--- config.mk ---
export PLATFORM = sky130hd
export DESIGN_NAME = intel_hex_record_parser_unit
export DESIGN_NICKNAME = d
export VERILOG_FILES = /design/src/rtl/ihex_pkg.sv /design/src/rtl/ihex_parse.sv /design/src/rtl/intel_hex_record_parser_unit.sv
export SDC_FILE = /design/constraint.sdc
export NUM_CORES = 1
export LEC_CHECK = 0
export ABC_AREA = 0
export BUFFER_PORTS_ARGS = -buffer_cell sky130_fd_sc_hd__buf_2
export CELL_PAD_IN_SITES_DETAIL_PLACEMENT = 1
export CELL_PAD_IN_SITES_GLOBAL_PLACEMENT = 2
export CORE_MARGIN = 2
export CORE_UTILIZATION = 39
export CTS_CLUSTER_DIAMETER = 200
export CTS_CLUSTER_SIZE = 28
export DETAILED_ROUTE_END_ITERATION = 7
export PLACE_DENSITY_LB_ADDON = 0.3
export SETUP_SLACK_MARGIN = 0.5
export SYNTH_ARGS = -nofsm -noshare
export SYNTH_HDL_FRONTEND = slang
export SYNTH_HIERARCHICAL = 1
export SYNTH_SLANG_ARGS = --single-unit
--- constraint.sdc ---
create_clock -name clk -period 4.3 [get_ports clk]
set_input_delay 0.43 -clock clk [delete_from_list [all_inputs] [get_ports clk]]
set_output_delay 0.43 -clock clk [all_outputs]
set_load 0.01 [all_outputs]
--- src/rtl/ihex_pkg.sv ---
// Shared types, constants and a helper function for the Intel HEX record parser.
`timescale 1ns / 1ps
`default_nettype none

package ihex_pkg;

    localparam int unsigned CH_W    = 8;
    localparam int unsigned ADDR_W  = 16;
    localparam int unsigned BYTE_W  = 8;
    localparam int unsigned ACC_W   = 16;
    localparam int unsigned CNT_W   = 3;
    localparam int unsigned TDATA_W = 32;

    localparam logic [CH_W-1:0] CH_COLON  = 8'h3A;
    localparam logic [CH_W-1:0] CH_ZERO   = 8'h30;
    localparam logic [CH_W-1:0] CH_NINE   = 8'h39;
    localparam logic [CH_W-1:0] CH_LOW_A  = 8'h61;
    localparam logic [CH_W-1:0] CH_LOW_F  = 8'h66;
    localparam logic [CH_W-1:0] CH_UP_A   = 8'h41;
    localparam logic [CH_W-1:0] CH_UP_F   = 8'h46;
    localparam logic [CH_W-1:0] CH_LF     = 8'h0A;

    localparam logic [CNT_W-1:0] CNT_BYTE = 3'd2;
    localparam logic [CNT_W-1:0] CNT_ADDR = 3'd4;

    localparam logic KIND_DATA  = 1'b0;
    localparam logic KIND_ERROR = 1'b1;

    typedef enum logic [2:0] {
        PH_IDLE  = 3'd0,
        PH_COUNT = 3'd1,
        PH_ADDR  = 3'd2,
        PH_TYPE  = 3'd3,
        PH_DATA  = 3'd4,
        PH_SKIP  = 3'd5,
        PH_ERR   = 3'd6
    } ihex_phase_t;

    typedef struct packed {
        logic              valid;
        logic              kind;
        logic [ADDR_W-1:0] byte_address;
        logic [BYTE_W-1:0] data_byte;
        logic              section_start;
    } ihex_result_t;

    typedef struct packed {
        logic       is_hex;
        logic [3:0] value;
    } ihex_digit_t;

    function automatic ihex_digit_t hex_decode(input logic [CH_W-1:0] c);
        ihex_digit_t d;
        logic [CH_W-1:0] diff;
        d.is_hex = 1'b0;
        d.value  = 4'd0;
        if (c >= CH_ZERO && c <= CH_NINE) begin
            diff     = c - CH_ZERO;
            d.is_hex = 1'b1;
            d.value  = diff[3:0];
        end else if (c >= CH_LOW_A && c <= CH_LOW_F) begin
            diff     = c - CH_LOW_A + 8'd10;
            d.is_hex = 1'b1;
            d.value  = diff[3:0];
        end else if (c >= CH_UP_A && c <= CH_UP_F) begin
            diff     = c - CH_UP_A + 8'd10;
            d.is_hex = 1'b1;
            d.value  = diff[3:0];
        end
        return d;
    endfunction

endpackage

`default_nettype wire

--- src/rtl/ihex_parse.sv ---
// Record parser state and its update for one character.
`timescale 1ns / 1ps
`default_nettype none

module ihex_parse (
    input  wire logic                      clk,
    input  wire logic                      rst_n,
    input  wire logic                      step,
    input  wire logic [ihex_pkg::CH_W-1:0] ch,
    output ihex_pkg::ihex_result_t         result
);

    ihex_pkg::ihex_phase_t phase_reg, phase_next;
    logic [ihex_pkg::CNT_W-1:0]  digit_count_reg, digit_count_next;
    logic [ihex_pkg::ACC_W-1:0]  field_accum_reg, field_accum_next;
    logic [ihex_pkg::BYTE_W-1:0] record_length_reg, record_length_next;
    logic [ihex_pkg::ADDR_W-1:0] record_address_reg, record_address_next;
    logic [ihex_pkg::BYTE_W-1:0] bytes_left_reg, bytes_left_next;
    logic [ihex_pkg::ADDR_W:0]   expected_address_reg, expected_address_next;
    logic                        section_pending_reg, section_pending_next;

    ihex_pkg::ihex_digit_t       digit;
    logic [ihex_pkg::ACC_W-1:0]  accum_shift;
    logic [ihex_pkg::CNT_W-1:0]  count_inc;
    logic                        byte_done;
    logic                        addr_done;
    logic                        type_zero;
    logic                        in_field;

    assign digit       = ihex_pkg::hex_decode(ch);
    assign accum_shift = {field_accum_reg[ihex_pkg::ACC_W-5:0], digit.value};
    assign count_inc   = digit_count_reg + 3'd1;
    assign byte_done   = (count_inc == ihex_pkg::CNT_BYTE);
    assign addr_done   = (count_inc == ihex_pkg::CNT_ADDR);
    assign type_zero   = (accum_shift[7:0] == 8'd0);
    assign in_field    = (phase_reg == ihex_pkg::PH_COUNT) || (phase_reg == ihex_pkg::PH_ADDR)
                      || (phase_reg == ihex_pkg::PH_TYPE) || (phase_reg == ihex_pkg::PH_DATA);

    always_comb
    begin
        phase_next = phase_reg;
        if (step) begin
            unique case (phase_reg)
                ihex_pkg::PH_ERR:
                begin
                    phase_next = ihex_pkg::PH_ERR;
                end
                ihex_pkg::PH_SKIP:
                begin
                    if (ch == ihex_pkg::CH_LF) begin
                        phase_next = ihex_pkg::PH_IDLE;
                    end
                end
                ihex_pkg::PH_COUNT:
                begin
                    if (!digit.is_hex) begin
                        phase_next = ihex_pkg::PH_ERR;
                    end else if (byte_done) begin
                        phase_next = ihex_pkg::PH_ADDR;
                    end
                end
                ihex_pkg::PH_ADDR:
                begin
                    if (!digit.is_hex) begin
                        phase_next = ihex_pkg::PH_ERR;
                    end else if (addr_done) begin
                        phase_next = ihex_pkg::PH_TYPE;
                    end
                end
                ihex_pkg::PH_TYPE:
                begin
                    if (!digit.is_hex) begin
                        phase_next = ihex_pkg::PH_ERR;
                    end else if (byte_done) begin
                        if (type_zero && record_length_reg != 8'd0) begin
                            phase_next = ihex_pkg::PH_DATA;
                        end else begin
                            phase_next = ihex_pkg::PH_SKIP;
                        end
                    end
                end
                ihex_pkg::PH_DATA:
                begin
                    if (!digit.is_hex) begin
                        phase_next = ihex_pkg::PH_ERR;
                    end else if (byte_done && bytes_left_reg == 8'd1) begin
                        phase_next = ihex_pkg::PH_SKIP;
                    end
                end
                default:
                begin
                    if (ch == ihex_pkg::CH_COLON) begin
                        phase_next = ihex_pkg::PH_COUNT;
                    end else begin
                        phase_next = ihex_pkg::PH_ERR;
                    end
                end
            endcase
        end
    end

    always_comb
    begin
        digit_count_next      = digit_count_reg;
        field_accum_next      = field_accum_reg;
        record_length_next    = record_length_reg;
        record_address_next   = record_address_reg;
        bytes_left_next       = bytes_left_reg;
        expected_address_next = expected_address_reg;
        section_pending_next  = section_pending_reg;
        if (step) begin
            if (phase_reg == ihex_pkg::PH_IDLE && ch == ihex_pkg::CH_COLON) begin
                digit_count_next = '0;
                field_accum_next = '0;
            end else if (in_field && digit.is_hex) begin
                digit_count_next = count_inc;
                field_accum_next = accum_shift;
                unique case (phase_reg)
                    ihex_pkg::PH_COUNT:
                    begin
                        if (byte_done) begin
                            record_length_next = accum_shift[7:0];
                            digit_count_next   = '0;
                            field_accum_next   = '0;
                        end
                    end
                    ihex_pkg::PH_ADDR:
                    begin
                        if (addr_done) begin
                            record_address_next = accum_shift;
                            digit_count_next    = '0;
                            field_accum_next    = '0;
                        end
                    end
                    ihex_pkg::PH_TYPE:
                    begin
                        if (byte_done) begin
                            digit_count_next = '0;
                            field_accum_next = '0;
                            if (type_zero) begin
                                if ({1'b0, record_address_reg} != expected_address_reg) begin
                                    section_pending_next = 1'b1;
                                end
                                expected_address_next = {1'b0, record_address_reg}
                                                      + {9'd0, record_length_reg};
                                bytes_left_next = record_length_reg;
                            end
                        end
                    end
                    default:
                    begin
                        if (byte_done) begin
                            section_pending_next = 1'b0;
                            record_address_next  = record_address_reg + 16'd1;
                            bytes_left_next      = bytes_left_reg - 8'd1;
                            digit_count_next     = '0;
                            field_accum_next     = '0;
                        end
                    end
                endcase
            end
        end
    end

    always_comb
    begin
        result = '0;
        if (step) begin
            if ((phase_reg == ihex_pkg::PH_IDLE && ch != ihex_pkg::CH_COLON)
                || (in_field && !digit.is_hex)) begin
                result.valid = 1'b1;
                result.kind  = ihex_pkg::KIND_ERROR;
            end else if (phase_reg == ihex_pkg::PH_DATA && byte_done) begin
                result.valid         = 1'b1;
                result.kind          = ihex_pkg::KIND_DATA;
                result.byte_address  = record_address_reg;
                result.data_byte     = accum_shift[7:0];
                result.section_start = section_pending_reg;
            end
        end
    end

    always_ff @(posedge clk or negedge rst_n)
    begin
        if (!rst_n) begin
            phase_reg            <= ihex_pkg::PH_IDLE;
            digit_count_reg      <= '0;
            field_accum_reg      <= '0;
            record_length_reg    <= '0;
            record_address_reg   <= '0;
            bytes_left_reg       <= '0;
            expected_address_reg <= '0;
            section_pending_reg  <= 1'b0;
        end else begin
            phase_reg            <= phase_next;
            digit_count_reg      <= digit_count_next;
            field_accum_reg      <= field_accum_next;
            record_length_reg    <= record_length_next;
            record_address_reg   <= record_address_next;
            bytes_left_reg       <= bytes_left_next;
            expected_address_reg <= expected_address_next;
            section_pending_reg  <= section_pending_next;
        end
    end

endmodule

`default_nettype wire

--- src/rtl/intel_hex_record_parser_unit.sv ---
// Top level of the Intel HEX record parser: input register, parser and result register.
//
//   Channel  Direction  Payload
//   s_axis   in         tdata[7:0] = ch
//   m_axis   out        tdata = byte_address, data_byte, section_start; tuser = kind
//
// One character is taken per cycle unless a stalled result holds the flow. Each character
// moves from the input register through the parser, which updates its state on that move;
// any result is registered after it, so unstalled throughput is one character per clock.
// Reset is asynchronous and active low; it empties both registers and the parser.
// A stalled result holds its register, and the input register fills behind it.
`timescale 1ns / 1ps
`default_nettype none

module intel_hex_record_parser_unit (
    input  wire logic                         clk,
    input  wire logic                         rst_n,
    input  wire logic                         s_axis_tvalid,
    output      logic                         s_axis_tready,
    input  wire logic [ihex_pkg::CH_W-1:0]    s_axis_tdata,   // [7:0] ch
    output      logic                         m_axis_tvalid,
    input  wire logic                         m_axis_tready,
    output      logic [ihex_pkg::TDATA_W-1:0] m_axis_tdata,   // [15:0] byte_address,
                                                              // [23:16] data_byte,
                                                              // [24] section_start
    output      logic [0:0]                   m_axis_tuser    // [0] kind
);

    logic                        in_valid_reg, in_valid_next;
    logic [ihex_pkg::CH_W-1:0]   in_ch_reg;
    logic                        out_valid_reg, out_valid_next;
    ihex_pkg::ihex_result_t      out_reg;
    ihex_pkg::ihex_result_t      result;
    logic                        advance;
    logic                        s_accept;

    assign advance       = in_valid_reg && (!out_valid_reg || m_axis_tready);
    assign s_axis_tready = !in_valid_reg || advance;
    assign s_accept      = s_axis_tvalid && s_axis_tready;

    ihex_parse u_parse (
        .clk    (clk),
        .rst_n  (rst_n),
        .step   (advance),
        .ch     (in_ch_reg),
        .result (result)
    );

    always_comb
    begin
        in_valid_next = in_valid_reg;
        if (s_accept)
        begin
            in_valid_next = 1'b1;
        end
        else if (advance)
        begin
            in_valid_next = 1'b0;
        end
    end

    always_comb
    begin
        out_valid_next = out_valid_reg;
        if (advance)
        begin
            out_valid_next = result.valid;
        end
        else if (m_axis_tready)
        begin
            out_valid_next = 1'b0;
        end
    end

    always_ff @(posedge clk or negedge rst_n)
    begin
        if (!rst_n)
        begin
            in_valid_reg  <= 1'b0;
            out_valid_reg <= 1'b0;
        end
        else
        begin
            in_valid_reg  <= in_valid_next;
            out_valid_reg <= out_valid_next;
        end
    end

    always_ff @(posedge clk)
    begin
        if (s_accept)
        begin
            in_ch_reg <= s_axis_tdata;
        end
        if (advance && result.valid)
        begin
            out_reg <= result;
        end
    end

    assign m_axis_tvalid = out_valid_reg;
    assign m_axis_tdata  = {7'd0, out_reg.section_start, out_reg.data_byte,
                            out_reg.byte_address};
    assign m_axis_tuser  = out_reg.kind;

endmodule

`default_nettype wire

==> impl_results.rst, run 1 <==
.. list-table::
   :header-rows: 1

   * - Metric
     - Value
   * - Critical Path, Cell by Cell
     - inv_1 -> ha_1 -> o21bai_1 -> a21oi_2 -> a22oi_1 -> nand4_1 -> nor3_2 -> buf_4 -> mux2_2
   * - Number of buffers inserted during clock tree synthesis
     - 9
   * - Fmax
     - between 300 and 400 MHz
   * - Endpoint of the worst register-to-register path
     - u_parse/expected_address_reg[12]$_DFFE_PN0P_
   * - Max stage delay cell, worst path
     - sky130_fd_sc_hd__a22oi_1
   * - Area share of the leading cell type in the synthesized netlist
     - 29.9%
   * - DRC violation count after routing
     - 0
   * - RSZ-0062 raised after global routing
     - false
   * - Pre-CTS setup slack
     - ~1.1 ns
   * - Number of nets in the final layout
     - 625
   * - Clock insertion delay at the later pin of the skew report
     - between 0.3 and 0.4 ns
   * - Leakage Power
     - between 2 and 3 nW
   * - Top cells by area in the synthesized netlist
     - sky130_fd_sc_hd__dfrtp_1 30%, sky130_fd_sc_hd__edfxtp_1 17%, sky130_fd_sc_hd__ha_1 3.8%, sky130_fd_sc_hd__mux2_2 3.7%, sky130_fd_sc_hd__a21oi_1 3.2%
   * - Startpoint Class
     - register
   * - Pin slew with the least headroom to its limit
     - 0.778 ns
   * - Power consumption
     - 1.91 mW
   * - Required @ worst endpoint
     - 4.54 ns
   * - Total count of max-transition violations in the final report
     - 0
   * - Total GRT Usage
     - between 20% and 30%
   * - Max reg flops
     - 25
   * - Worst setup path category
     - register to register
   * - Clock-pin slew reported for the worst setup and hold paths after clock tree synthesis
     - about 0.070 ns
   * - Post-synthesis cell type count
     - between 80 and 90
   * - Minimum period implied by the final worst setup slack
     - around 3.3 ns
   * - Growth of design area from synthesis to finish
     - 9.96%
   * - Total placed cells including tap cells
     - around 770
   * - Met2 Use GR
     - 32.7%
   * - Max-Slew Margin vs Limit
     - between 40% and 50%
   * - Buffer depth of the longest clock path
     - 2
   * - Post-synthesis average cell area
     - between 10 and 15 sq um
   * - Count of instances resized after the clock tree is built
     - 0
   * - Final weighted congestion of routability-driven global placement
     - between 0.8 and 0.9
   * - Post-synth EDFFs
     - 34
   * - Final design area excluding fillers
     - 0.00644 sq mm
   * - Internal reg-to-reg setup slack
     - a little over 1 ns
   * - Input/output buffers
     - 39
   * - Result of the run
     - complete, no violations
   * - Sequential-to-total area share from yosys stat
     - a little under half
   * - Fraction of layout instances using a drive strength above 1
     - 17.4%
   * - Final core occ
     - between 40 and 50%
   * - Hold WC Path Type
     - primary input to asynchronous set/reset pin
   * - Die width
     - 127 um
   * - Number of H-tree levels
     - 3
   * - Count of final setup violators
     - 0
   * - Hold bufs inserted after CTS
     - 0
   * - Max-cap violations
     - 0
   * - Via count of the first global-routing pass
     - roughly 4800
   * - ANT cells
     - 0
   * - Via count
     - around 4600
   * - Routed WL
     - 15700 um
   * - Final period utilization
     - between 70% and 80%
   * - Global-route congestion overflow total
     - 0
   * - Grt met1 use
     - between 20 and 30%
   * - Number of setup buffers added after CTS
     - 0
   * - Launch point of the worst reg-to-reg path
     - in_ch_reg[0]$_DFFE_PP_
   * - Met3 GRT Util
     - about 2.6%
   * - Top cell type by total area after synthesis
     - sky130_fd_sc_hd__dfrtp_1
   * - Clock tree root driver cell
     - sky130_fd_sc_hd__clkbuf_16
   * - Post-route ant nets
     - 0
   * - Arrival @ worst endpoint
     - ~3.5 ns
   * - Post-route worst setup slack
     - approximately 1.0 ns
   * - Initial antenna violation count
     - 0
   * - Max stage delay on crit path
     - ~0.57 ns
   * - Count of final hold-check violations
     - 0
   * - Post-synth ARST share
     - approximately two thirds
   * - Start point of the critical path
     - in_ch_reg[0]$_DFFE_PP_
   * - Length in cells of the worst reg-to-reg path
     - 9
   * - Placed Instance Area
     - 0.00615 sq mm
   * - Clk_skew
     - 0.00712 ns
   * - Accumulated negative setup slack
     - 0 ns
   * - Floorplan die area
     - approximately 0.016 sq mm
   * - Hold Slack
     - about 0.070 ns
   * - Wire length of the first global-routing pass
     - between 20000 and 30000 um
   * - Maximum number of pins on one net before global-route repair
     - 50
   * - Cell Rows
     - 44
   * - Max Fanout on Critical Path
     - 20
   * - Count of TritonRoute iterations in the first routing pass
     - 4
   * - Total power divided by cell area
     - just under 300 mW/mm^2
   * - Crit path buf inv count
     - 2
   * - Layout filler cell count
     - ~1600
   * - WL per Instance
     - between 20 and 25 um
   * - Estimated wirelength of the detail-placed design
     - roughly 11000 um
   * - VDD IR-drop max
     - ~0.18 mV
   * - Final cell count without fillers
     - just under 800
   * - Core region area
     - between 0.01 and 0.015 sq mm
   * - Layer with the highest usage after global routing
     - met2
   * - Cell class contributing the biggest share of worst-path delay
     - compound AO/OA/AOI/OAI gates
   * - Drt initial violations
     - 349
   * - Total of flip-flops plus latches after synthesis
     - 104
   * - Via-per-instance ratio
     - between 5 and 6
   * - Number of warnings printed during yosys synthesis
     - 6
   * - Number of top-level pins
     - 47
   * - CTS tree
     - yes
   * - Synth Instances
     - ~570
   * - Cell area after technology mapping
     - around 0.006 sq mm
   * - Clock Sinks
     - between 100 and 150
   * - Flip-flop cell with the highest count after synthesis
     - sky130_fd_sc_hd__dfrtp_1
   * - Die height
     - approximately 130 um
   * - Kind of capture point of the worst setup path
     - register
   * - Starting Density
     - 40.1%
[layout make-up]
type	count	area (sq um)	share of cell area (%)
Multi-Input combinational cell	415	2840	44.1
Sequential cell	104	2770	43.1
Clock buffer	12	256	3.99
Timing Repair Buffer	45	240	3.73
Tap cell	184	230	3.58
Inverter	19	71.3	1.11
Clock inverter	4	27.5	0.428
[power breakdown]
part	internal, mW	switching [mW]	total (mW)
clock	0.426	0.380	0.806
sequential	1.03	0.0113	1.04
combinational	0.0186	0.0465	0.0651
total	1.47	0.438	1.91
[worst max path at each step]
stage	end	slack, ns	cells past startpoint
final	u_parse/expected_address_reg[12]$_DFFE_PN0P_	1.02	9
after global routing	u_parse/expected_address_reg[7]$_DFFE_PN0P_	0.78	9
after CTS	u_parse/expected_address_reg[12]$_DFFE_PN0P_	1.07	9
after detailed placement	m_axis_tdata[3]$_DFFE_PP_	1.09	10
after global placement	m_axis_tdata[10]$_DFFE_PP_	1.20	10
after floorplan	m_axis_tdata[0]$_DFFE_PP_	0.92	9
[routing by layer]
| layer | wire (um) | share of wire (%) |
|---|---|---|
| met5 | 0 | 0 |
| met4 | 273 | 1.7 |
| met3 | 598 | 3.8 |
| met2 | 7240 | 46 |
| met1 | 7610 | 48 |
[Yosys cell counts, drive strengths merged, types with 4 or more instances]
library cell,n
o22ai,7
o21a,6
dfrtp,70
nor4,7
or4,7
o31ai,5
nand2,38
nand4,8
inv,19
o21ai,33
nor2,43
clkbuf,18
a21oi,39
nand3,12
a2bb2oi,8
xnor2,15
buf,16
edfxtp,34
nor2b,4
mux2,19
or3,4
a31oi,4
ha,18
a21o,4
or2,4
a22o,8
xor2,16
nand2b,4
and2,24
nor3,13
[logic make-up after synthesis]
logic type | Yosys count | synth area share [%]
AND/OR/NAND/NOR | 184 | 17.1
other | 1 | 0.0641
adder cells (fa/ha/maj) | 20 | 4.36
XOR/XNOR | 31 | 4.64
multiplexers | 21 | 4.00
AO/OA/AOI/OAI | 152 | 17.7
buffers and inverters | 53 | 4.77
flip-flops | 104 | 47.4
[layout by cell type (no fill, tap or decap), types with 8 or more instances in the layout]
cell	netlist	final
sky130_fd_sc_hd__dfrtp_1	70	70
sky130_fd_sc_hd__nor2_1	43	43
sky130_fd_sc_hd__buf_2	4	39
sky130_fd_sc_hd__nand2_1	38	38
sky130_fd_sc_hd__a21oi_1	38	38
sky130_fd_sc_hd__edfxtp_1	34	34
sky130_fd_sc_hd__o21ai_0	32	32
sky130_fd_sc_hd__and2_1	22	22
sky130_fd_sc_hd__inv_1	19	19
sky130_fd_sc_hd__mux2_2	19	19
sky130_fd_sc_hd__ha_1	18	18
sky130_fd_sc_hd__xor2_1	16	16
sky130_fd_sc_hd__xnor2_1	15	15
sky130_fd_sc_hd__nand3_1	12	12
sky130_fd_sc_hd__nor3_1	12	11
sky130_fd_sc_hd__clkbuf_16	0	9
sky130_fd_sc_hd__a2bb2oi_1	8	8
sky130_fd_sc_hd__nand4_1	8	8
sky130_fd_sc_hd__a22o_1	8	8
(Power assumes the default switching activity.)
==> run 2, diff against run 1 <==
Clock period 4.3 ns to 3.2 ns, I/O delays scaled along.
==> impl_results.rst, run 2 (synthesis results as in run 1) <==
.. list-table::
   :header-rows: 1

   * - Metric
     - Value
   * - Result of the run
     - complete, no violations
   * - Starting Density
     - 40.1% (unchanged)
   * - Number of buffers inserted during clock tree synthesis
     - 9 (unchanged)
   * - Hold WC Path Type
     - primary input to asynchronous set/reset pin
   * - Post-route ant nets
     - 0 (unchanged)
   * - Estimated wirelength of the detail-placed design
     - 11700 um (+1.9%)
   * - VDD IR-drop max
     - 0.210 mV (+14%)
   * - Count of final hold-check violations
     - 0 (unchanged)
   * - Max-Slew Margin vs Limit
     - 31.2% (-17 points)
   * - Critical Path, Cell by Cell
     - ha_2 -> nor3b_4 -> nor3_4 -> buf_4 -> nor2_4 -> o21ai_1 -> a211oi_2 -> nand2_2 -> nor2b_4 -> buf_12 -> clkbuf_16
   * - Layout filler cell count
     - 1577 (-3.1%)
   * - Buffer depth of the longest clock path
     - 2 (unchanged)
   * - Initial antenna violation count
     - 1 (+1)
   * - ANT cells
     - 0 (unchanged)
   * - Commonest cells after routing, fill and taps aside
     - 70 x sky130_fd_sc_hd__dfrtp_1, 42 x sky130_fd_sc_hd__nor2_1, 39 x sky130_fd_sc_hd__buf_2
   * - Floorplan die area
     - 0.0160 sq mm (unchanged)
   * - DRC violation count after routing
     - 0 (unchanged)
   * - Growth of design area from synthesis to finish
     - 17.1%
   * - Accumulated negative setup slack
     - 0 ns (unchanged)
   * - Max stage delay on crit path
     - 0.46 ns (-0.11 ns)
   * - Number of top-level pins
     - 47 (unchanged)
   * - WL per Instance
     - 20.7 um (+3.0%)
   * - Count of TritonRoute iterations in the first routing pass
     - 4 (unchanged)
   * - Die width
     - 127 um (unchanged)
   * - Global-route congestion overflow total
     - 0 (unchanged)
   * - Total GRT Usage
     - 20.8% (+0.051 points)
   * - Number of H-tree levels
     - 3 (unchanged)
   * - Arrival @ worst endpoint
     - 2.69 ns (-0.83 ns)
   * - Die height
     - 127 um (unchanged)
   * - Routed WL
     - 16800 um (+6.8%)
   * - Cell class contributing the biggest share of worst-path delay
     - simple AND/OR/NAND/NOR gates
   * - Via-per-instance ratio
     - 5.76 (-1.5%)
   * - Minimum period implied by the final worst setup slack
     - 2.62 ns (-0.662 ns)
   * - Via count of the first global-routing pass
     - 4695 (-1.8%)
   * - Hold Slack
     - 0.130 ns (+0.0599 ns)
   * - Startpoint Class
     - register
   * - Max reg flops
     - 25 (unchanged)
   * - Fraction of layout instances using a drive strength above 1
     - 24.0% (+6.7 points)
   * - Area of combinational cells with multiple inputs
     - 0.00294 sq mm (+3.5%)
   * - Final period utilization
     - 81.7% (+5.5 points)
   * - CTS tree
     - yes
   * - Wire length of the first global-routing pass
     - 26100 um (-0.24%)
   * - Pin slew with the least headroom to its limit
     - 1.03 ns (+0.254 ns)
   * - Max stage delay cell, worst path
     - sky130_fd_sc_hd__edfxtp_1
   * - Total count of max-transition violations in the final report
     - 0 (unchanged)
   * - Placed Instance Area
     - 0.00631 sq mm (+2.6%)
   * - Count of final setup violators
     - 0 (unchanged)
   * - Final design area excluding fillers
     - 0.00685 sq mm (+6.5%)
   * - Clock insertion delay at the later pin of the skew report
     - 0.36 ns (about the same)
   * - Commonest non-fill, non-tap cell in the layout
     - sky130_fd_sc_hd__dfrtp_1
   * - Final weighted congestion of routability-driven global placement
     - 0.895 (+1.5%)
   * - Drt initial violations
     - 332 (-4.9%)
   * - Leakage Power
     - 3.04 nW (+6.6%)
   * - Hold bufs inserted after CTS
     - 0 (unchanged)
   * - Clock-pin slew reported for the worst setup and hold paths after clock tree synthesis
     - 0.07 ns (about the same)
   * - Maximum number of pins on one net before global-route repair
     - 42 (-16%)
   * - FF/Latch Area
     - 0.00277 sq mm (unchanged)
   * - Max Fanout on Critical Path
     - 7 (-65%)
   * - RSZ-0062 raised after global routing
     - false
   * - Total power divided by cell area
     - 387 mW/mm^2 (+31%)
   * - Clk_skew
     - 0.0131 ns (+0.00594 ns)
   * - Input/output buffers
     - 39 (unchanged)
   * - Via count
     - 4677 (+2.1%)
   * - Core region area
     - 0.0146 sq mm (unchanged)
   * - Cell Rows
     - 44 (unchanged)
   * - Fmax
     - 382 MHz (+25%)
   * - Required @ worst endpoint
     - 3.27 ns (-1.27 ns)
   * - Crit path buf inv count
     - 3 (+1)
   * - Kind of capture point of the worst setup path
     - register
   * - Worst setup path category
     - register to register
   * - Power consumption
     - 2.65 mW (+39%)
   * - Clock tree root driver cell
     - sky130_fd_sc_hd__clkbuf_16
   * - Clock Sinks
     - 104 (unchanged)
   * - Number of nets in the final layout
     - 654 (+4.6%)
   * - Max-cap violations
     - 0 (unchanged)
-- run 2: cell type report --
class | count | area share [%]
Inverter | 19 | 1.04
Timing Repair Buffer | 74 | 7.98
Tap cell | 184 | 3.36
Sequential cell | 104 | 40.5
Clock buffer | 9 | 3.29
Multi-Input combinational cell | 415 | 42.9
Clock inverter | 7 | 1.00
-- run 2: power breakdown --
group          internal, mW  total [mW]  switching (mW)
Sequential             1.38        1.39          0.0105
Combinational        0.0421       0.120          0.0777
Clock                 0.608        1.15           0.538
-- run 2: through the flow --
step	util [%]	setup slack (ns)	cells
after floorplan	-	0.563	572
after global placement	43.3	0.306	783
after detailed placement	43.3	0.190	783
after CTS	45.5	0.473	799
after global routing	47.0	0.465	812
final	47.0	0.584	812
-- run 2: worst reg2reg max path, cell delays in order, from the launching register on --
cell,delay [ns]
sky130_fd_sc_hd__edfxtp_1,0.46
sky130_fd_sc_hd__ha_2,0.25
sky130_fd_sc_hd__nor3b_4,0.27
sky130_fd_sc_hd__nor3_4,0.08
sky130_fd_sc_hd__buf_4,0.16
sky130_fd_sc_hd__nor2_4,0.11
sky130_fd_sc_hd__o21ai_1,0.10
sky130_fd_sc_hd__a211oi_2,0.33
sky130_fd_sc_hd__nand2_2,0.13
sky130_fd_sc_hd__nor2b_4,0.14
sky130_fd_sc_hd__buf_12,0.14
sky130_fd_sc_hd__clkbuf_16,0.16
-- run 2: path summary, 6_finish.rpt --
check,start,to,slack (ns),cells after the start
max in group asynchronous,rst_n,u_parse/bytes_left_reg[4]$_DFFE_PN0P_,2.33,2
max reg2reg,in_ch_reg[0]$_DFFE_PP_,m_axis_tdata[16]$_DFFE_PP_,0.58,11
min reg2reg,u_parse/field_accum_reg[10]$_DFFE_PN0P_,u_parse/field_accum_reg[10]$_DFFE_PN0P_,0.52,1
min,rst_n,in_valid_reg$_DFFE_PN0P_,0.13,1
min in group clk,s_axis_tdata[5],in_ch_reg[5]$_DFFE_PP_,0.13,1
max,in_ch_reg[0]$_DFFE_PP_,m_axis_tdata[16]$_DFFE_PP_,0.58,11
-- run 2: timing repair --
| item | in CTS | in global routing |
|---|---|---|
| endpoints found under the setup margin | 55 | 71 |
| gates resized for setup | 8 | 16 |
| pin swaps | 0 | 6 |
| gates cloned | 0 | 3 |
| buffers inserted | 0 | 10 |
-- run 2: per-layer routing --
layer | wire, um | up-vias | track usage, %
li1 | - | 2184 | -
met1 | 8060 | 2393 | 30.3
met2 | 7840 | 83 | 32.1
met3 | 618 | 17 | 2.66
met4 | 273 | 0 | 7.18
met5 | 0 | - | 0
==> run 3, diff against run 2 <==
Clock period 3.2 ns to 2.5 ns, I/O delays scaled along.
==> impl_results.rst, run 3 (synthesis results as in run 1) <==
.. list-table::
   :header-rows: 1

   * - Metric
     - Value
   * - Via-per-instance ratio
     - 5.74 (-0.41%)
   * - Floorplan die area
     - 0.0160 sq mm (unchanged)
   * - Kind of capture point of the worst setup path
     - register
   * - Clock insertion delay at the later pin of the skew report
     - 0.36 ns (about the same)
   * - Number of H-tree levels
     - 3 (unchanged)
   * - Final weighted congestion of routability-driven global placement
     - 0.874 (-2.4%)
   * - Total GRT Usage
     - 22.8% (+2.0 points)
   * - Violations in the final reports
     - setup timing
   * - Commonest cells after routing, fill and taps aside
     - 70 x sky130_fd_sc_hd__dfrtp_1, 70 x sky130_fd_sc_hd__buf_4, 39 x sky130_fd_sc_hd__buf_2
   * - Die width
     - 127 um (unchanged)
   * - Growth of design area from synthesis to finish
     - 36.7%
   * - Crit path buf inv count
     - 1 (-2)
   * - Buffer depth of the longest clock path
     - 2 (unchanged)
   * - Critical Path, Cell by Cell
     - or4b_4 -> buf_6 -> or3_4 -> a21oi_4 -> o221ai_4 -> or4b_4 -> nand2_2
   * - Count of TritonRoute iterations in the first routing pass
     - 5 (+1)
   * - Cell Rows
     - 44 (unchanged)
   * - Final cell count without fillers
     - 884 (+8.9%)
   * - Max stage delay on crit path
     - 0.59 ns (+0.13 ns)
   * - Routed WL
     - 19000 um (+13%)
   * - Worst setup path category
     - register to register
   * - Starting Density
     - 40.1% (unchanged)
   * - Max stage delay cell, worst path
     - sky130_fd_sc_hd__or4b_4
   * - Fraction of layout instances using a drive strength above 1
     - 42.6% (+19 points)
   * - Placed Instance Area
     - 0.00670 sq mm (+6.1%)
   * - Count of final hold-check violations
     - 0 (unchanged)
   * - Final core occ
     - 54.8% (+7.9 points)
   * - Most common cell type on the critical path
     - sky130_fd_sc_hd__or4b_4
   * - Total power divided by cell area
     - 422 mW/mm^2 (+9.0%)
   * - Clock Sinks
     - 104 (unchanged)
   * - Cell class contributing the biggest share of worst-path delay
     - simple AND/OR/NAND/NOR gates
   * - Final design area excluding fillers
     - 0.00800 sq mm (+17%)
   * - Number of nets in the final layout
     - 726 (+11%)
   * - WL per Instance
     - 21.5 um (+3.9%)
   * - Post-route ant nets
     - 0 (unchanged)
   * - Estimated wirelength of the detail-placed design
     - 12300 um (+4.9%)
   * - DRC violation count after routing
     - 0 (unchanged)
   * - Maximum number of pins on one net before global-route repair
     - 71 (+69%)
   * - Drt initial violations
     - 297 (-11%)
   * - Wire length of the first global-routing pass
     - 28700 um (+9.8%)
   * - Number of buffers inserted during clock tree synthesis
     - 9 (unchanged)
   * - Total placed cells including tap cells
     - 824 (+5.2%)
   * - VDD IR-drop max
     - 0.273 mV (+30%)
   * - Clock-pin slew reported for the worst setup and hold paths after clock tree synthesis
     - 0.07 ns (about the same)
   * - Number of top-level pins
     - 47 (unchanged)
   * - Input/output buffers
     - 39 (unchanged)
   * - Final period utilization
     - 104% (+22 points)
   * - CTS tree
     - yes
   * - Core region area
     - 0.0146 sq mm (unchanged)
   * - Required @ worst endpoint
     - 2.80 ns (-0.47 ns)
   * - Count of final setup violators
     - 58 (+58)
   * - Via count
     - 5071 (+8.4%)
   * - Result of the run
     - finished, violations left
   * - Initial antenna violation count
     - 0 (-1)
   * - Global-route congestion overflow total
     - 0 (unchanged)
   * - Pre-CTS setup slack
     - -0.0944 ns (-0.285 ns)
   * - Die height
     - 127 um (unchanged)
   * - Max Fanout on Critical Path
     - 4 (-3)
   * - Clk_skew
     - 0.00610 ns (-0.00696 ns)
   * - Max reg flops
     - 25 (unchanged)
   * - RSZ-0062 raised after global routing
     - true
   * - Clock tree root driver cell
     - sky130_fd_sc_hd__clkbuf_16
   * - Minimum period implied by the final worst setup slack
     - 2.60 ns (-0.0125 ns)
   * - Leakage Power
     - 3.50 nW (+15%)
   * - Hold WC Path Type
     - primary input to register
   * - Pin slew with the least headroom to its limit
     - 0.738 ns (-0.294 ns)
   * - Via count of the first global-routing pass
     - 5240 (+12%)
   * - Max-Slew Margin vs Limit
     - 50.8% (+20 points)
   * - Fmax
     - 384 MHz (+0.48%)
   * - Post-route worst setup slack
     - -0.103 ns (-0.688 ns)
   * - Arrival @ worst endpoint
     - 2.90 ns (+0.21 ns)
   * - ANT cells
     - 0 (unchanged)
   * - Startpoint Class
     - register
   * - Total count of max-transition violations in the final report
     - 0 (unchanged)
   * - Max-cap violations
     - 0 (unchanged)
run 3: layout make-up:
| type | count | area (sq um) |
|---|---|---|
| Inverter | 19 | 71.3 |
| Clock inverter | 7 | 55.1 |
| Multi-Input combinational cell | 416 | 3410 |
| Clock buffer | 9 | 225 |
| Tap cell | 184 | 230 |
| Timing Repair Buffer | 145 | 1240 |
| Sequential cell | 104 | 2770 |
| Fill cell | 1548 | 6590 |
run 3: path summary, 6_finish.rpt:
path                                                        startpoint                                      to  slack [ns]  cells past startpoint
worst max-delay path                            in_ch_reg[3]$_DFFE_PP_  u_parse/digit_count_reg[2]$_DFFE_PN0P_       -0.10                      7
worst min-delay path                                   s_axis_tdata[0]                  in_ch_reg[0]$_DFFE_PP_        0.07                      1
worst max register to register                  in_ch_reg[3]$_DFFE_PP_  u_parse/digit_count_reg[2]$_DFFE_PN0P_       -0.10                      7
worst min register to register  u_parse/field_accum_reg[9]$_DFFE_PN0P_  u_parse/field_accum_reg[9]$_DFFE_PN0P_        0.53                      1
max in group asynchronous                                        rst_n        u_parse/phase_reg[1]$_DFFE_PN0P_        1.71                      3
min in group asynchronous                                        rst_n               m_axis_tvalid$_DFFE_PN0P_        0.45                      3
run 3: per-layer routing:
layer	share of wire, %	track usage (%)
met2	50	38.9
met4	1.4	6.27
met5	0	0
met1	46	31.0
met3	2.5	2.40
run 3: what timing repair did:
item	in CTS	in global routing
gates cloned	5	2
pin swaps	13	33
gates resized for setup	58	105
setup buffers	18	18
endpoints found under the hold margin	70	0
setup endpoints to repair	121	121
hold buffers	1	0
run 3: report_power, final:
part	switching (mW)	internal (mW)
sequential	0.00947	1.76
combinational	0.134	0.0906
clock	0.690	0.689
run 3: worst register-to-register path, delay by kind of cell, from the launching register on:
family / cells / cell delay, ns
simple gates: 4 / 1.58
flops: 1 / 0.41
buf+inv: 1 / 0.15
compound gates: 2 / 0.40
run 3: through the flow:
| stage | hold WS [ns] | power [mW] | TNS [ns] |
|---|---|---|---|
| final | 0.0664 | 3.38 | -2.99 |
| after global routing | 0.0572 | 3.48 | -10.85 |
| after CTS | 0.0570 | 3.36 | -0.103 |
| after detailed placement | 0.316 | 1.98 | -1.72 |
| after global placement | 0.311 | 1.97 | -0.0272 |
| after floorplan | -0.0456 | 1.89 | -1.56 |
